$ cat src/hw/rtl/dda_grid_raycaster_top_assert.svh
// assertion macros for the grid raycaster
`ifndef DDA_GRID_RAYCASTER_TOP_ASSERT_SVH
`define DDA_GRID_RAYCASTER_TOP_ASSERT_SVH
`ifndef SYNTHESIS
`define DGR_ASSERT_IMPL(label, a, c) \
  label: assert property (@(posedge clk) disable iff (!rst_n) (a) |-> (c)) \
    else $error("dgr check failed");
`define DGR_ASSERT_NEXT(label, a, c) \
  label: assert property (@(posedge clk) disable iff (!rst_n) (a) |=> (c)) \
    else $error("dgr check failed");
`else
`define DGR_ASSERT_IMPL(label, a, c)
`define DGR_ASSERT_NEXT(label, a, c)
`endif
`endif

$ cat src/hw/rtl/dgr_div.sv
// restoring divider, one quotient bit per cycle
module dgr_div (
  input  logic        clk,
  input  logic        rst_n,
  input  logic        start,
  input  logic [33:0] dividend,
  input  logic [23:0] divisor,
  output logic        busy,
  output logic [33:0] quotient
);
  logic [5:0]  cnt_r, cnt_nxt;
  logic [33:0] q_r, q_nxt;
  logic [24:0] rem_r, rem_nxt;
  logic [24:0] trial;
  logic [23:0] dvs_r, dvs_nxt;

  always_comb begin
    cnt_nxt = cnt_r;
    q_nxt = q_r;
    rem_nxt = rem_r;
    dvs_nxt = dvs_r;
    trial = {rem_r[23:0], q_r[33]};
    if (start) begin
      cnt_nxt = 6'd34;
      q_nxt = dividend;
      rem_nxt = '0;
      dvs_nxt = divisor;
    end else if (cnt_r != 6'd0) begin
      cnt_nxt = cnt_r - 6'd1;
      if (trial >= {1'b0, dvs_r}) begin
        rem_nxt = trial - {1'b0, dvs_r};
        q_nxt = {q_r[32:0], 1'b1};
      end else begin
        rem_nxt = trial;
        q_nxt = {q_r[32:0], 1'b0};
      end
    end
  end

  always_ff @(posedge clk) begin
    if (!rst_n) cnt_r <= '0;
    else cnt_r <= cnt_nxt;
    q_r <= q_nxt;
    rem_r <= rem_nxt;
    dvs_r <= dvs_nxt;
  end

  assign busy = (cnt_r != 6'd0);
  assign quotient = q_r;
endmodule

$ cat config.mk
export PLATFORM = sky130hd
export DESIGN_NAME = dgr_div
export DESIGN_NICKNAME = d
export VERILOG_FILES = /design/src/hw/rtl/dda_grid_raycaster_top_assert.svh /design/src/hw/rtl/dgr_div.sv
export SDC_FILE = /design/constraint.sdc
export NUM_CORES = 1
export LEC_CHECK = 0
export ABC_CLOCK_PERIOD_IN_PS = 2800
export BUFFER_PORTS_ARGS = -buffer_cell sky130_fd_sc_hd__buf_4
export CAP_MARGIN = 20
export CORE_UTILIZATION = 31
export CTS_CLUSTER_SIZE = 8
export DETAILED_ROUTE_END_ITERATION = 10
export HOLD_SLACK_MARGIN = 0.12
export PLACE_DENSITY_LB_ADDON = 0.2
export SLEW_MARGIN = 5
export SYNTH_ARGS = -nofsm -noshare
export SYNTH_HDL_FRONTEND = slang
export SYNTH_SLANG_ARGS = --single-unit
$ cat constraint.sdc
create_clock -name clk -period 2.8 [get_ports clk]
set_clock_uncertainty 0.05 [all_clocks]
set_input_delay 0 -clock clk [delete_from_list [all_inputs] [get_ports clk]]
set_output_delay 0 -clock clk [all_outputs]
set_load 0.02 [all_outputs]
* Word level (Yosys, flattened, before mapping)
Cells that the tools add are included.
Word-level totals: register bits 88, latch bits 0, logic and storage cells 18, memory bits (writable) 0, memories 0, output and inout port bits 35, memory bits (read-only) 0, input port bits 61
Cells by class: reductions and logical operators 3, divide/modulo/power cells 0, bitwise logic cells 1, $add $sub $neg 2, mux-type cells 6, shifts and indexed selects 0, $mul 0, $lt $le $gt $ge 1, equality and inequality tests 0
Operators by type and width (number):
- 34-bit 2-to-1 mux | 2
- 25-bit by 24-bit greater-or-equal comparator with 1-bit output | 1
- 24-bit 2-to-1 mux | 1
- 24-bit subtractor | 1
- 6-bit 2-to-1 mux | 2
- 6-bit nonzero test | 1
- 6-bit by 1-bit subtractor with 6-bit output (second input constant) | 1
- 2-bit nonzero test | 1
- 2-bit OR reduction | 1
- 1-bit 2-to-1 mux | 1
- 1-bit inverter | 1

* Logic depth before layout (Yosys ltp)
depth after elaboration 4, depth in mapped cells 13, gate-level depth less buffers 11

* Worst setup path before layout
No wires, ideal clock.
path kind flip-flop to flip-flop, start reg cnt_r[0], end reg q_r[0], in the netlist quotient[0], enable pin, buffers on the path 2, slack 189 ps, data required time 2259 ps, stages on the path, launching flop included 8, clock period less this slack 2611 ps, setup time 491 ps, arrival 2070 ps, cell sequence dfxtp_1 inv_1 ha_1 nand2_1 nor3_1 clkbuf_1 clkbuf_1 nand2_1
Between the ends: word-level cells in the longest chain between the ends 2
RTL lines:
- from (decl) | RTL line dgr_div.sv:11 | logic [5:0] cnt_r, cnt_nxt;
- from (signal assigned) | RTL line dgr_div.sv:42 | else cnt_r <= cnt_nxt;
- 6-bit nonzero test | RTL line dgr_div.sv:28 | end else if (cnt_r != 6'd0) begin
- 2-bit nonzero test (no source line)
- to (signal assigned) | RTL line dgr_div.sv:43 | q_r <= q_nxt;
- to (decl) | RTL line dgr_div.sv:12 | logic [33:0] q_r, q_nxt;
Every way passes these cells. A chain may end at the register's enable or synchronous reset.

* Worst setup path in the final report
start reg q_r[33], in the netlist quotient[33], end reg rem_r[20]
Between the ends: word-level cells in the longest chain between the ends 2, elaborated cells on any way between the ends 3, classes of those cells 1 x add/sub; 1 x order compare; 1 x mux
RTL lines:
- 24-bit subtractor / 25-bit by 24-bit greater-or-equal comparator with 1-bit output (equally long branches) | RTL line dgr_div.sv:31, dgr_div.sv:30
- 24-bit 2-to-1 mux * | RTL line dgr_div.sv:30 | if (trial >= {1'b0, dvs_r}) begin
- to (signal assigned) | RTL line dgr_div.sv:44 | rem_r <= rem_nxt;
- to (decl) | RTL line dgr_div.sv:13 | logic [24:0] rem_r, rem_nxt;
Mark *: on every way between the ends. The rest lies on a longest branch, timed or not.

==> impl_metrics.tcl <==
set metrics [dict create \
    boundaryPins 96 \
    ys.flop_type "edfxtp_1" \
    first_global_vias 4166 \
    vias 4029 \
    cts_tree "built" \
    post-route-period-util_pct 95.9 \
    synth_nets 550 \
    synth_top_area_share_pct 35.8 \
    die_area_sq_um 16200 \
    cts_made_buffers 9 \
    synth_area_leaders "edfxtp_1 (36%), dfxtp_1 (12%), mux2_2 (8.1%)" \
    antenna_found_initial 0 \
    synth.distinct_cells 59 \
    die_w_um 127 \
    crit_type "register to register" \
    fp.dieH_um 127 \
    initialDrtViolationCount 153 \
    drive_gt1_share_pct 29.6 \
    dp_hpwl_um 8110 \
    fmax_mhz 372 \
    fin_ws_ps 115 \
    n_antenna_cell 0 \
    grt_pass1_wl_um 19600 \
    slew_headroom_pct 55.0 \
    async_reset_ff_share_pct 0 \
    grt_remaining_overflow 0 \
    start_util_pct 31.8 \
    cp-end-kind "register" \
    hold_viol_final 0 \
    synth_edf_count 58 \
    finalSetupViolCount 0 \
    holdWs_ps 311 \
    synth-seq-cells 88 \
    post_dp_cell_area_sq_um 5860 \
    rsz0062_at_grt "yes" \
    rows 45 \
    ant_nets 0 \
    synthCells 463 \
    vdd_drop_max_v 0.000417 \
    startpoint_type "register" \
    area_growth_pct 41.8 \
    drt-vias-per-instance 4.76 \
    netlist_area_sq_um 4860 \
    placement.io_buffers 95 \
    min_path_type "input port to register" \
    cts_root_buffer "clkbuf_16" \
    clkSinkCount 88 \
    clk_latency_ps 360 \
    avgSynthCellArea_sq_um 10.5 \
    period_minus_slack_ps 2680 \
    clkSlewWorstSetupHoldPaths_ps 70 \
    grt_max_degree 39 \
    grt.total_usage_pct 15.2 \
    p_leak_nw 2.88 \
    design_area_sq_um 6890 \
    drv_slew 0 \
    yosysSeqAreaShare_pct 48.2 \
    status "finished, final reports clean" \
    cts_buffer_depth 2 \
    power.density_nw_per_um2 761 \
    max-cap-violations 0 \
    pre_cts_slack_ps 56.2 \
    fin_nets 718 \
    crit_arrival_ps 2890 \
    drc_errors 0 \
    synth.largest_area_cell "edfxtp_1" \
    drt_wl_total_um 11900 \
    h-tree-depth 3 \
    post_drt_wl_per_cell_um 14.0 \
    place.gp.congestion 0.822 \
    first_pass_iters 4 \
    coreArea_sq_um 15300 \
    worstMarginPinSlew_ps 674 \
    yosys_warnings 0 \
    critPathRequiredTime_ps 3010 \
    cp_max_fo 3 \
]
## state kept, by name, indices dropped and copies added, names as in the netlist
name,cells
rem_r,24
cnt_r,6
quotient,34
dvs_r,24
## cell type report
type                            count  area, sq um
Fill cell                        1472         8370
Multi-Input combinational cell    318         2370
Sequential cell                    88         2340
Timing Repair Buffer              176         1470
Tap cell                          211          264
Clock buffer                        9          225
Inverter                           38          143
Clock inverter                      7         77.6
## cells in the mapped netlist (4+ instances only)
| master | number |
|---|---|
| edfxtp_1 | 58 |
| inv_1 | 38 |
| nor2_1 | 36 |
| mux2_2 | 35 |
| nand2_1 | 33 |
| a21oi_1 | 30 |
| dfxtp_1 | 30 |
| ha_1 | 25 |
| o21ai_0 | 21 |
| nand3_1 | 15 |
| xnor2_1 | 15 |
| a211oi_1 | 14 |
| clkbuf_1 | 12 |
| nor3_1 | 12 |
| a21o_1 | 8 |
| mux2i_1 | 7 |
| o211ai_1 | 6 |
| a31oi_1 | 5 |
| xor2_1 | 5 |
| nor2b_1 | 4 |
## path summary, 6_finish.rpt
check                     from  cells past startpoint   endpoint  slack [ps]
hold / removal     divisor[20]                      2  dvs_r[20]         310
hold reg to reg       rem_r[7]                      2   rem_r[7]         420
setup / recovery  quotient[33]                     11  rem_r[20]         120
setup reg to reg  quotient[33]                     11  rem_r[20]         120
## cell families after synthesis
| kind of cell | synth area share [%] |
|---|---|
| muxes | 9.55 |
| DFF | 48.2 |
| buffers and inverters | 5.02 |
| xor gates and xnor gates | 3.61 |
| AOI/OAI and AO/OA | 16.3 |
| adders and majority gates | 6.85 |
| and+or+nand+nor | 10.4 |
## layer usage
metal | wire (um) | global-route usage [%]
met1 | 5510 | 18.8
met2 | 5450 | 24.6
met3 | 705 | 4.82
met4 | 197 | 6.37
met5 | 0 | 0
## power by group
part	internal (W)	leakage, nW	total, W	switching, W
registers	0.00166	0.836	0.00181	0.000152
clock network	0.000701	0.147	0.00125	0.000553
logic	0.000996	1.90	0.00217	0.00118
total	0.00336	2.88	0.00524	0.00188
## through the flow
| step | cells | TNS [ps] | power, W | utilization, % |
|---|---|---|---|---|
| 2_1_floorplan | 463 | 0 | 0.00325 | - |
| 3_3_place_gp | 765 | 0 | 0.00381 | 38.4 |
| 3_5_place_dp | 765 | 0 | 0.00384 | 38.4 |
| 4_1_cts | 841 | 0 | 0.00519 | 44.4 |
| 5_1_grt | 847 | -11.8 | 0.00560 | 45.2 |
| 6_report | 847 | 0 | 0.00524 | 45.2 |
## placed cells by master (no fill, tap or decap), types with 2 or more instances in the layout
cell           synthesis  layout
ha_2                   0       2
nor2_1                36      36
a211oi_1              14      13
a21oi_2                3       2
o211ai_1               6       6
o41ai_2                1       2
o21bai_1               3       3
clkbuf_16              0       9
nor2b_1                4       3
nand3_1               15      14
nor3_1                12      11
o21a_1                 2       2
dlygate4sd3_1          0      60
a21oi_1               30      30
nand2_1               33      33
a2bb2oi_1              2       2
a31oi_1                5       5
xnor2_1               15      15
xor2_1                 5       5
a21o_1                 8       8
dfxtp_1               30      30
o31a_1                 3       3
buf_4                  1     116
nor4_4                 0       2
edfxtp_1              58      58
mux2i_1                7       7
o21ai_0               21      19
o21ai_1                3       5
inv_1                 38      38
mux2_2                35      35
ha_1                  25      23
inv_6                  0       3
## critical path, stage by stage, from the launching register on
cell and delay, ps:
edfxtp_1 390, inv_1 90, ha_2 190, fa_2 210, nor2b_2 50, o31a_1 350, o41a_1 420, buf_4 170
a21oi_1 160, o21ai_1 110, xor2_1 150, a31o_2 240
## what timing repair did
item,in CTS,in global routing
pin swaps,0,4
buffers inserted,0,5
resized for setup,1,15
hold buffers,60,0
endpoints found under the setup margin,1,16
gates cloned,0,1
endpoints found under the hold margin,88,0
(Power assumes the default switching activity.)
